==> src/rtl/core/tbk_pkg.sv <==
// ----------------------------------------------------------------------------
// tbk_pkg: shared types and constants for the top/bottom three selector
// Field widths, list entry layout and list kind codes.
// ----------------------------------------------------------------------------
package tbk_pkg;

   localparam int CODE_W   = 31;
   localparam int PRICE_W  = 32;
   localparam int RANK_W   = 2;
   localparam int KEEP_DEF = 3;

   // list kind codes carried in list_kind
   localparam logic LIST_HIGH = 1'b0;
   localparam logic LIST_LOW  = 1'b1;

   typedef struct packed {
      logic [CODE_W-1:0]  code;
      logic [PRICE_W-1:0] price;
   } entry_type;

endpackage

==> src/rtl/core/tbk_if.sv <==
// ----------------------------------------------------------------------------
// tbk_req_if / tbk_rsp_if: valid/ready channels of the selector
// Item channel carries one (code, price) pair; result channel one ranked slot.
// ----------------------------------------------------------------------------
interface tbk_req_if;
   import tbk_pkg::*;
   logic               valid;
   logic               ready;
   logic [CODE_W-1:0]  item_code;
   logic [PRICE_W-1:0] item_price;
   logic               set_end;

   modport source (output valid, item_code, item_price, set_end, input ready);
   modport sink   (input valid, item_code, item_price, set_end, output ready);
endinterface

interface tbk_rsp_if;
   import tbk_pkg::*;
   logic               valid;
   logic               ready;
   logic               list_kind;
   logic [RANK_W-1:0]  rank;
   logic [CODE_W-1:0]  out_code;
   logic [PRICE_W-1:0] out_price;
   logic               slot_valid;
   logic               final_result;

   modport source (output valid, list_kind, rank, out_code, out_price, slot_valid,
                   final_result, input ready);
   modport sink   (input valid, list_kind, rank, out_code, out_price, slot_valid,
                   final_result, output ready);
endinterface

==> src/rtl/core/tbk_insert.sv <==
// ----------------------------------------------------------------------------
// tbk_insert: stable compare-and-insert into one sorted list
// Places a new entry after all filled entries that stay ahead of it.
// ----------------------------------------------------------------------------
module tbk_insert
   import tbk_pkg::*;
#(
   parameter int KEEP      = KEEP_DEF,
   parameter bit WANT_HIGH = 1'b1,
   localparam int CNT_W    = $clog2(KEEP + 1)
) (
   input  entry_type [KEEP-1:0] list_cur,
   input  logic [CNT_W-1:0]     count,
   input  entry_type            item,
   output entry_type [KEEP-1:0] list_nxt
);

   logic [KEEP-1:0] ahead;

   // flag filled slots that keep their place (equal keys stay ahead)
   always_comb begin
      for (int k = 0; k < KEEP; k++) begin
         if (WANT_HIGH) begin
            ahead[k] = (CNT_W'(k) < count) && (list_cur[k].price >= item.price);
         end else begin
            ahead[k] = (CNT_W'(k) < count) && (list_cur[k].price <= item.price);
         end
      end
   end

   // keep, insert or shift down by one
   always_comb begin
      for (int k = 0; k < KEEP; k++) begin
         if (ahead[k]) begin
            list_nxt[k] = list_cur[k];
         end else if (k == 0) begin
            list_nxt[k] = item;
         end else if (ahead[k-1]) begin
            list_nxt[k] = item;
         end else begin
            list_nxt[k] = list_cur[k-1];
         end
      end
   end

endmodule

==> src/rtl/core/top_bottom_three_by_key_core.sv <==
// Throughput: one item per cycle unless a set_end waits; both lists update at once.
// Results start the cycle after the set_end transfer, six per burst.
// A set_end item waits only while an earlier burst is still draining.
// Burst length is 2*KEEP results, one per rsp transfer.
// Reset: lists empty, fill count zero, no result pending.
// ----------------------------------------------------------------------------
// top_bottom_three_by_key_core: running top-KEEP / bottom-KEEP selector
// Keeps the highest and lowest priced pairs of a set and emits both lists
// when the last item of the set arrives.
// ----------------------------------------------------------------------------
module top_bottom_three_by_key_core
   import tbk_pkg::*;
#(
   parameter int KEEP = KEEP_DEF
) (
   input logic       clock,
   input logic       reset,
   tbk_req_if.sink   req_bus,
   tbk_rsp_if.source rsp_bus
);

   localparam int CNT_W = $clog2(KEEP + 1);
   localparam int NOUT  = 2 * KEEP;
   localparam int IDX_W = (NOUT > 1) ? $clog2(NOUT) : 1;

   entry_type [KEEP-1:0] high_ff, low_ff;
   entry_type [KEEP-1:0] high_in, low_in;
   logic [CNT_W-1:0]     cnt_ff, cnt_in;
   entry_type [NOUT-1:0] snap_ff;
   logic [CNT_W-1:0]     snap_cnt_ff;
   logic                 busy_ff;
   logic [IDX_W-1:0]     idx_ff;

   entry_type            item;
   logic                 req_xfer, rsp_xfer, last_out;
   logic                 is_low;
   logic [IDX_W-1:0]     slot;
   entry_type            cur;

   assign item.code  = req_bus.item_code;
   assign item.price = req_bus.item_price;

   tbk_insert #(.KEEP(KEEP), .WANT_HIGH(1'b1)) u_high (
      .list_cur (high_ff),
      .count    (cnt_ff),
      .item     (item),
      .list_nxt (high_in)
   );

   tbk_insert #(.KEEP(KEEP), .WANT_HIGH(1'b0)) u_low (
      .list_cur (low_ff),
      .count    (cnt_ff),
      .item     (item),
      .list_nxt (low_in)
   );

   // saturate fill count at KEEP
   assign cnt_in = (cnt_ff == CNT_W'(KEEP)) ? cnt_ff : cnt_ff + 1'b1;

   // handshake: a set end needs the output burst free or just finishing
   assign rsp_xfer      = busy_ff && rsp_bus.ready;
   assign last_out      = (idx_ff == IDX_W'(NOUT - 1));
   assign req_bus.ready = !busy_ff || !req_bus.set_end || (rsp_xfer && last_out);
   assign req_xfer      = req_bus.valid && req_bus.ready;

   // update lists, start a burst on set end, advance the output index
   always_ff @(posedge clock) begin
      if (reset) begin
         cnt_ff  <= '0;
         busy_ff <= 1'b0;
         idx_ff  <= '0;
      end else if (req_xfer && req_bus.set_end) begin
         cnt_ff  <= '0;
         busy_ff <= 1'b1;
         idx_ff  <= '0;
      end else begin
         if (req_xfer) begin
            cnt_ff <= cnt_in;
         end
         if (rsp_xfer) begin
            if (last_out) begin
               busy_ff <= 1'b0;
               idx_ff  <= '0;
            end else begin
               idx_ff <= idx_ff + 1'b1;
            end
         end
      end
   end

   // payload registers, no reset needed
   always_ff @(posedge clock) begin
      if (req_xfer) begin
         high_ff <= high_in;
         low_ff  <= low_in;
         if (req_bus.set_end) begin
            snap_ff     <= {low_in, high_in};
            snap_cnt_ff <= cnt_in;
         end
      end
   end

   // select the current result slot
   assign is_low = (idx_ff >= IDX_W'(KEEP));
   assign slot   = is_low ? idx_ff - IDX_W'(KEEP) : idx_ff;
   assign cur    = snap_ff[idx_ff];

   assign rsp_bus.valid        = busy_ff;
   assign rsp_bus.list_kind    = is_low ? LIST_LOW : LIST_HIGH;
   assign rsp_bus.rank         = RANK_W'(slot);
   assign rsp_bus.slot_valid   = ({{(CNT_W > IDX_W ? CNT_W - IDX_W : 0){1'b0}}, slot}
                                  < {{(IDX_W > CNT_W ? IDX_W - CNT_W : 0){1'b0}},
                                     snap_cnt_ff});
   assign rsp_bus.out_code     = rsp_bus.slot_valid ? cur.code : '0;
   assign rsp_bus.out_price    = rsp_bus.slot_valid ? cur.price : '0;
   assign rsp_bus.final_result = last_out;

endmodule

==> src/flat_wrapper.sv <==
// flat-port wrapper written by rule: the top's interface ports become plain ports
module top_bottom_three_by_key_core_flat import tbk_pkg::*;
#(
   parameter int KEEP = KEEP_DEF
)
  (clock, reset, req_bus_valid, req_bus_item_code, req_bus_item_price, req_bus_set_end, req_bus_ready, rsp_bus_valid, rsp_bus_list_kind, rsp_bus_rank, rsp_bus_out_code, rsp_bus_out_price, rsp_bus_slot_valid, rsp_bus_final_result, rsp_bus_ready);
  tbk_req_if req_bus_i ();
  tbk_rsp_if rsp_bus_i ();
  input logic clock;
  input logic reset;
  input wire logic [$bits(req_bus_i.valid)-1:0] req_bus_valid;
  input wire logic [$bits(req_bus_i.item_code)-1:0] req_bus_item_code;
  input wire logic [$bits(req_bus_i.item_price)-1:0] req_bus_item_price;
  input wire logic [$bits(req_bus_i.set_end)-1:0] req_bus_set_end;
  output wire logic [$bits(req_bus_i.ready)-1:0] req_bus_ready;
  output wire logic [$bits(rsp_bus_i.valid)-1:0] rsp_bus_valid;
  output wire logic [$bits(rsp_bus_i.list_kind)-1:0] rsp_bus_list_kind;
  output wire logic [$bits(rsp_bus_i.rank)-1:0] rsp_bus_rank;
  output wire logic [$bits(rsp_bus_i.out_code)-1:0] rsp_bus_out_code;
  output wire logic [$bits(rsp_bus_i.out_price)-1:0] rsp_bus_out_price;
  output wire logic [$bits(rsp_bus_i.slot_valid)-1:0] rsp_bus_slot_valid;
  output wire logic [$bits(rsp_bus_i.final_result)-1:0] rsp_bus_final_result;
  input wire logic [$bits(rsp_bus_i.ready)-1:0] rsp_bus_ready;
  assign req_bus_i.valid = req_bus_valid;
  assign req_bus_i.item_code = req_bus_item_code;
  assign req_bus_i.item_price = req_bus_item_price;
  assign req_bus_i.set_end = req_bus_set_end;
  assign req_bus_ready = req_bus_i.ready;
  assign rsp_bus_valid = rsp_bus_i.valid;
  assign rsp_bus_list_kind = rsp_bus_i.list_kind;
  assign rsp_bus_rank = rsp_bus_i.rank;
  assign rsp_bus_out_code = rsp_bus_i.out_code;
  assign rsp_bus_out_price = rsp_bus_i.out_price;
  assign rsp_bus_slot_valid = rsp_bus_i.slot_valid;
  assign rsp_bus_final_result = rsp_bus_i.final_result;
  assign rsp_bus_i.ready = rsp_bus_ready;
  top_bottom_three_by_key_core #(.KEEP(KEEP)) u_core (.clock(clock), .reset(reset), .req_bus(req_bus_i), .rsp_bus(rsp_bus_i));
endmodule
==> config.mk <==
export PLATFORM = sky130hd
export DESIGN_NAME = top_bottom_three_by_key_core_flat
export DESIGN_NICKNAME = d
export VERILOG_FILES = /design/src/rtl/core/tbk_pkg.sv /design/src/rtl/core/tbk_if.sv /design/src/rtl/core/tbk_insert.sv /design/src/rtl/core/top_bottom_three_by_key_core.sv /design/src/flat_wrapper.sv
export SDC_FILE = /design/constraint.sdc
export NUM_CORES = 1
export LEC_CHECK = 0
export BUFFER_PORTS_ARGS = -buffer_cell sky130_fd_sc_hd__buf_2
export CAP_MARGIN = 20
export CELL_PAD_IN_SITES_DETAIL_PLACEMENT = 0
export CELL_PAD_IN_SITES_GLOBAL_PLACEMENT = 1
export CORE_ASPECT_RATIO = 0.6
export CORE_UTILIZATION = 40
export CTS_BUF_LIST = sky130_fd_sc_hd__clkbuf_8
export DETAILED_ROUTE_END_ITERATION = 12
export HOLD_SLACK_MARGIN = 0.06
export PLACE_DENSITY_LB_ADDON = 0.1
export SLEW_MARGIN = 20
export SYNTH_ARGS = -nofsm -noshare
export SYNTH_HDL_FRONTEND = slang
export SYNTH_HIERARCHICAL = 1
export SYNTH_SLANG_ARGS = --single-unit
==> constraint.sdc <==
create_clock -name clock -period 26.1 [get_ports clock]
set_input_delay 7.83 -clock clock [delete_from_list [all_inputs] [get_ports clock]]
set_output_delay 7.83 -clock clock [all_outputs]
set_load 0.05 [all_outputs]
==> results of run 1 <==
==> worst min-delay path, delay by kind of cell (launching register included) <==
kind	cells	cell delay, ns
AOI/OAI and AO/OA	1	0.06
and+or+nand+nor	1	0.08
DFF	1	0.37
==> layer usage <==
metal / wire length (um) / up-vias / track usage, %
met1: 59500 / 13200 / 37.5
li1: - / 11800 / -
met5: 43 / - / 0
met2: 49500 / 1053 / 33.7
met4: 2160 / 8 / 5.33
met3: 8560 / 173 / 4.99
==> cells by family (layout without fill, tap and decap cells) <==
| family | Yosys count | after routing | share of synthesized area, % |
|---|---|---|---|
| other cells | 0 | 5 | 0 |
| buf+inv | 286 | 478 | 3.82 |
| flops | 764 | 764 | 58.3 |
| compound gates | 655 | 655 | 11.0 |
| mux | 474 | 474 | 13.7 |
| fa+ha+maj | 196 | 196 | 6.25 |
| simple gates | 572 | 572 | 7.01 |
==> cells in the mapped netlist, drive strengths merged, types with 15 or more instances <==
library cell / instances
buf: 126
mux2i: 66
a31oi: 127
a21oi: 142
clkbuf: 78
o21ai: 187
a211oi: 65
mux2: 408
nand4: 30
ha: 196
nor3: 136
edfxtp: 758
nand2: 115
nor2: 84
nand3: 172
a22oi: 64
a21o: 15
inv: 82
==> stage by stage <==
stage	hold slack (ns)	power [uW]	worst slack, ns	cell area (um^2)
2_1_floorplan	0.538	1750	7.09	39300
3_3_place_gp	0.521	1830	9.69	40900
3_5_place_dp	0.548	1840	9.71	40900
4_1_cts	0.561	2800	9.71	43000
5_1_grt	0.578	2890	9.65	43100
6_report	0.554	2770	9.71	43100
==> path summary, 6_finish.rpt <==
| path | startpoint | end | depth (start not counted) |
|---|---|---|---|
| setup reg to reg | u_core/idx_ff[0] | u_core/high_ff[151] | 7 |
| hold reg to reg | u_core/rsp_bus.valid | u_core/rsp_bus.valid | 2 |
| hold / removal | u_core/rsp_bus.valid | u_core/rsp_bus.valid | 2 |
| setup / recovery | rsp_bus_ready | req_bus_ready | 4 |
==> layout make-up <==
type,instances,area (um^2)
tap,1305,1630
timing repair buffer,182,1060
clock inverter,94,485
clock buffer,120,1650
sequential,764,22900
inverter,82,308
antenna,5,12.5
fill,8911,53600
multi-input combinational,1897,15000
==> registers in the layout (all words and copies together) (netlist names) <==
| name | cells |
|---|---|
| u_core/low_ff | 189 |
| u_core/cnt_ff | 2 |
| u_core/high_ff | 189 |
| u_core/snap_ff | 378 |
| u_core/idx_ff | 3 |
| u_core/snap_cnt_ff | 2 |
| u_core/rsp_bus.valid | 1 |
==> power by group through the flow <==
stage	logic, uW	clock network (uW)	registers, uW
2_1_floorplan	221	0	1530
3_5_place_dp	320	0	1520
3_3_place_gp	314	0	1520
6_report	323	955	1490
4_1_cts	322	982	1490
5_1_grt	354	1030	1500
==> layout by cell type, fill, tap and decap left out, types with 120 or more instances in the layout <==
master and count:
a21oi_1 140, a31oi_1 127, buf_2 137, clkbuf_8 120, edfxtp_1 758, ha_1 196, mux2_2 324, nand3_1 172
nor3_1 136, o21ai_0 179
==> run_results.csv, run 1 <==
group,metric,value,unit
synthesis,yosysTopAreaCell,"edfxtp_1",
pwr,p_sw,748,uW
setup_path,crit_family,"buffers and inverters",
setup_path,r2r_slack,20.81,ns
detailed_routing,via_per_inst,5.89,
synthesis,ys_ff_latch,764,
synthesis,ys_types,70,
placement,place_congestion,0.837,
setup_path,path_class,"input port to output pin",
floorplanning,start_util,40.6,%
pwr,power_leakage,0.0156,uW
pwr,comb_power_share,11.7,%
cts,clk_pin_slew,0.07,ns
detailed_routing,dr.pass1.iters,5,
cells_and_area,utilization,44.5,%
cts,postCtsResizedCells,0,
pwr,internal-power,2020,uW
detailed_routing,route.detailed.drc,0,
timing,worstMarginPinSlew,1.27,ns
synthesis,ys_warn_count,6,
run,drv_cap,0,
floorplanning,die_h,245,um
timing,fin_skew,0.0444,ns
setup_path,arrival,8.56,ns
floorplanning,io_pins,138,
timing,fmax,61.0,MHz
cts,cts_inserted_buffers,119,
cts,clockRootBuffer,"clkbuf_8",
cells_and_area,fin_nets,3310,
synthesis,yosys-top-cells-area,"edfxtp_1 (58%), mux2_2 (9.3%), ha_1 (6.2%)",
synthesis,synth_top_area_share,58.0,%
global_route,antenna_found_initial,8,
detailed_routing,vias,26200,
setup_path,critPathRequiredTime,18.27,ns
status,status,"finished clean",
global_route,grt_overflow_total,0,
cells_and_area,finalNonFillerCells,4449,
global_route,grt_pass1_wl,177,mm
global_route,grt_max_degree,138,
timing,tns,0,ns
placement,io_buffers,137,
timing,fin_crit,16.39,ns
timing,slew_viol_final,0,
detailed_routing,drtIter0Drc,2706,
placement,place_hpwl,66.8,mm
synthesis,seq_area_frac_synth,58.3,%
synthesis,synth_fp_nets,3211,
setup_path,critical_path_buf_inv_count,2,
detailed_routing,drtAntennaViolNets,0,
hold_path,hold_path_class,"flop to flop",
cts,cts_tree,"yes",
pwr,p_clk_share,34.4,%
global_route,gr-usage-all-layers,24.0,%
cts,clock_sinks,764,
cells_and_area,drive_gt1_share,24.5,%
cts,cts_hold_buf,0,
setup_path,critPathSlowestCell,"buf_2",
timing,fin_crit_sh,62.8,%
cells_and_area,area.growth.synth_to_final,9.68,%
cts,cts.htree.levels,3,
floorplanning,core_area,0.0967,mm^2
synthesis,async_reset_ff_share,0,%
pwr,power.density,64.3,mW/mm^2
global_route,first_global_vias,26300,
timing,rsz0062_at_grt,"false",
setup_path,crit_chain,"buf_2 -> nand3_1 -> nand3_1 -> buf_2",
cts,cts_max_path_buffers,3,
setup_path,cp_max_fo,3,
placement,dp_cells,4230,
pwr,irDropWorstVdd,40.0,uV
timing,hold_viol_final,0,
setup_path,cp-start-kind,"input port",
pwr,switching_share,27.0,%
setup_path,slowest_delay,0.28,ns
pwr,pwr-share-seq,53.9,%
floorplanning,die_w,406,um
floorplanning,dieArea,0.0994,mm^2
detailed_routing,wire_per_inst,26.9,um
synthesis,synth_area,0.0393,mm^2
cts,insertion_delay,0.81,ns
synthesis,ys.flop_type,"edfxtp_1",
timing,maxSlewHeadroom,15.6,%
detailed_routing,wl,120,mm
floorplanning,rows,88,
setup_path,crit_path_end_kind,"output pin",
synthesis,synth-edff-count,758,
timing,setup_violations,0,
synthesis,syn_avg_cell_area,13.3,um^2
synthesis,syn_inst,2947,
cts,cts_setup_buffers,0,
No activity file was read; power rests on OpenSTA's default activity.
==> inputs of run 2 (changes only) <==
Clock period 26.1 ns to 14.72 ns, I/O delays scaled along.
==> run 2 against run 1 <==
Against the previous run: final cell count unchanged; utilization up 0.067 points; global-route usage is 0.27 points lower; setup slack got worse by 5.0 ns; via count rose by 0.43%.
==> run_results.csv, run 2 (synthesis gave the netlist of run 1 again) <==
group,metric,value,unit
floorplanning,core_area,0.0967,mm^2
cells_and_area,utilization,44.6,%
detailed_routing,route.detailed.drc,0,
detailed_routing,vias,26300,
cts,clk_pin_slew,0.07,ns
global_route,antenna_found_initial,10,
floorplanning,dieArea,0.0994,mm^2
cells_and_area,largest-register,"u_core/snap_ff",
detailed_routing,wire_per_inst,26.8,um
cells_and_area,largest_register_ff_count,378,
pwr,power.density,115,mW/mm^2
cts,cts_hold_buf,0,
status,status,"finished clean",
placement,place_area,0.0409,mm^2
floorplanning,start_util,40.6,%
timing,hold_viol_final,0,
timing,fin_skew,0.0279,ns
cells_and_area,fill_cells,8806,
cells_and_area,drive_gt1_share,24.4,%
setup_path,critPathSlowestCell,"buf_4",
timing,fin_crit_sh,68.1,%
detailed_routing,dr.pass1.iters,5,
setup_path,cp_max_fo,43,
setup_path,critical_path_buf_inv_count,3,
cts,cts_inserted_buffers,119,
detailed_routing,via_per_inst,5.91,
setup_path,crit_chain,"buf_4 -> ha_1 -> a21oi_1 -> ha_1 -> a221o_4 -> buf_4 -> a211oi_1 -> buf_2",
cts,postCtsResizedCells,0,
setup_path,critPathRequiredTime,10.30,ns
global_route,grt_pass1_wl,175,mm
floorplanning,die_h,245,um
cells_and_area,final_cell_mix,"edfxtp_1 (758), mux2_2 (324), ha_1 (196)",
setup_path,cp-start-kind,"flop",
setup_path,r2r_slack,9.42,ns
timing,fmax,99.7,MHz
cells_and_area,fin_area,0.0431,mm^2
setup_path,path_class,"flop to output pin",
cts,cts.htree.levels,3,
detailed_routing,wl,119,mm
cts,clockRootBuffer,"clkbuf_8",
cts,insertion_delay,0.80,ns
cells_and_area,area.growth.synth_to_final,9.85,%
pwr,irDropWorstVdd,68.3,uV
timing,slew_viol_final,0,
setup_path,arrival,5.61,ns
placement,place_congestion,0.847,
timing,rsz0062_at_grt,"false",
cells_and_area,mostFrequentLayoutCell,"edfxtp_1",
timing,maxSlewHeadroom,12.6,%
cells_and_area,fin_nets,3310,
run,drv_cap,0,
timing,worstMarginPinSlew,1.29,ns
detailed_routing,drtAntennaViolNets,0,
hold_path,hold_path_class,"flop to flop",
timing,setup_violations,0,
detailed_routing,drtIter0Drc,2321,
setup_path,crit_family,"buffers and inverters",
cts,cts_max_path_buffers,3,
placement,place_hpwl,68.6,mm
setup_path,crit_path_end_kind,"output pin",
floorplanning,rows,88,
floorplanning,die_w,406,um
global_route,grt_max_degree,163,
global_route,gr-usage-all-layers,23.7,%
timing,fin_crit,10.03,ns
cts,clock_sinks,764,
floorplanning,io_pins,138,
global_route,grt_overflow_total,0,
pwr,power_leakage,0.0157,uW
timing,tns,0,ns
placement,io_buffers,137,
cells_and_area,reg_top3,"u_core/snap_ff x378, u_core/high_ff x189, u_core/low_ff x189",
cts,cts_tree,"yes",
global_route,first_global_vias,26200,
cts,cts_setup_buffers,0,
setup_path,slowest_delay,0.81,ns
==> run 2: cell types whose count changed in the layout (fill, tap and decap cells not counted), moves of 2 or more <==
cell and change:
inv_1 +28, clkinv_1 -26, clkinv_2 -5, buf_6 -2, clkbuf_8 +2, clkinvlp_4 -2
==> run 2: worst paths after layout <==
| check | from | to | cells after the start |
|---|---|---|---|
| worst max-delay path | u_core/idx_ff[0] | rsp_bus_out_price[31] | 8 |
| worst min register to register | u_core/rsp_bus.valid | u_core/rsp_bus.valid | 2 |
| worst min-delay path | u_core/rsp_bus.valid | u_core/rsp_bus.valid | 2 |
| worst max register to register | u_core/idx_ff[0] | u_core/high_ff[180] | 7 |
==> run 2: routing by layer <==
metal,global-route usage [%],share of wire [%],up-vias
met5,0,0.018,-
met2,33.4,41,1091
met4,5.72,1.7,4
met3,4.33,7.0,178
met1,37.2,50,13300
li1,-,-,11800
==> run 2: area by class of cell <==
type | count | area (um^2) | area share, %
Sequential cell | 764 | 22900 | 53.1
Multi-Input combinational cell | 1897 | 15000 | 34.8
Clock buffer | 122 | 1680 | 3.89
Tap cell | 1305 | 1630 | 3.79
Timing Repair Buffer | 182 | 1080 | 2.51
Clock inverter | 91 | 494 | 1.15
Inverter | 82 | 308 | 0.714
Antenna cell | 6 | 15.0 | 0.0348
==> run 2: report_power, final <==
group	leakage [uW]	internal [uW]	switching, uW
clock	0.00132	837	885
combinational	0.00710	198	375
sequential	0.00726	2580	67.4
==> run 2: metrics by stage <==
stage	power [uW]	hold slack (ns)	cells	setup slack, ns
floorplan	3090	0.538	2947	0.296
global placement	3250	0.524	4229	5.16
detailed placement	3260	0.532	4230	5.16
CTS	4990	0.542	4443	4.53
global route	5140	0.579	4446	4.54
finish	4940	0.538	4449	4.69
==> run 2: worst min-delay path, cell delays in order, from the launching register on <==
cell	delay, ns
dfxtp_1	0.36
nand2_1	0.08
a21oi_1	0.05
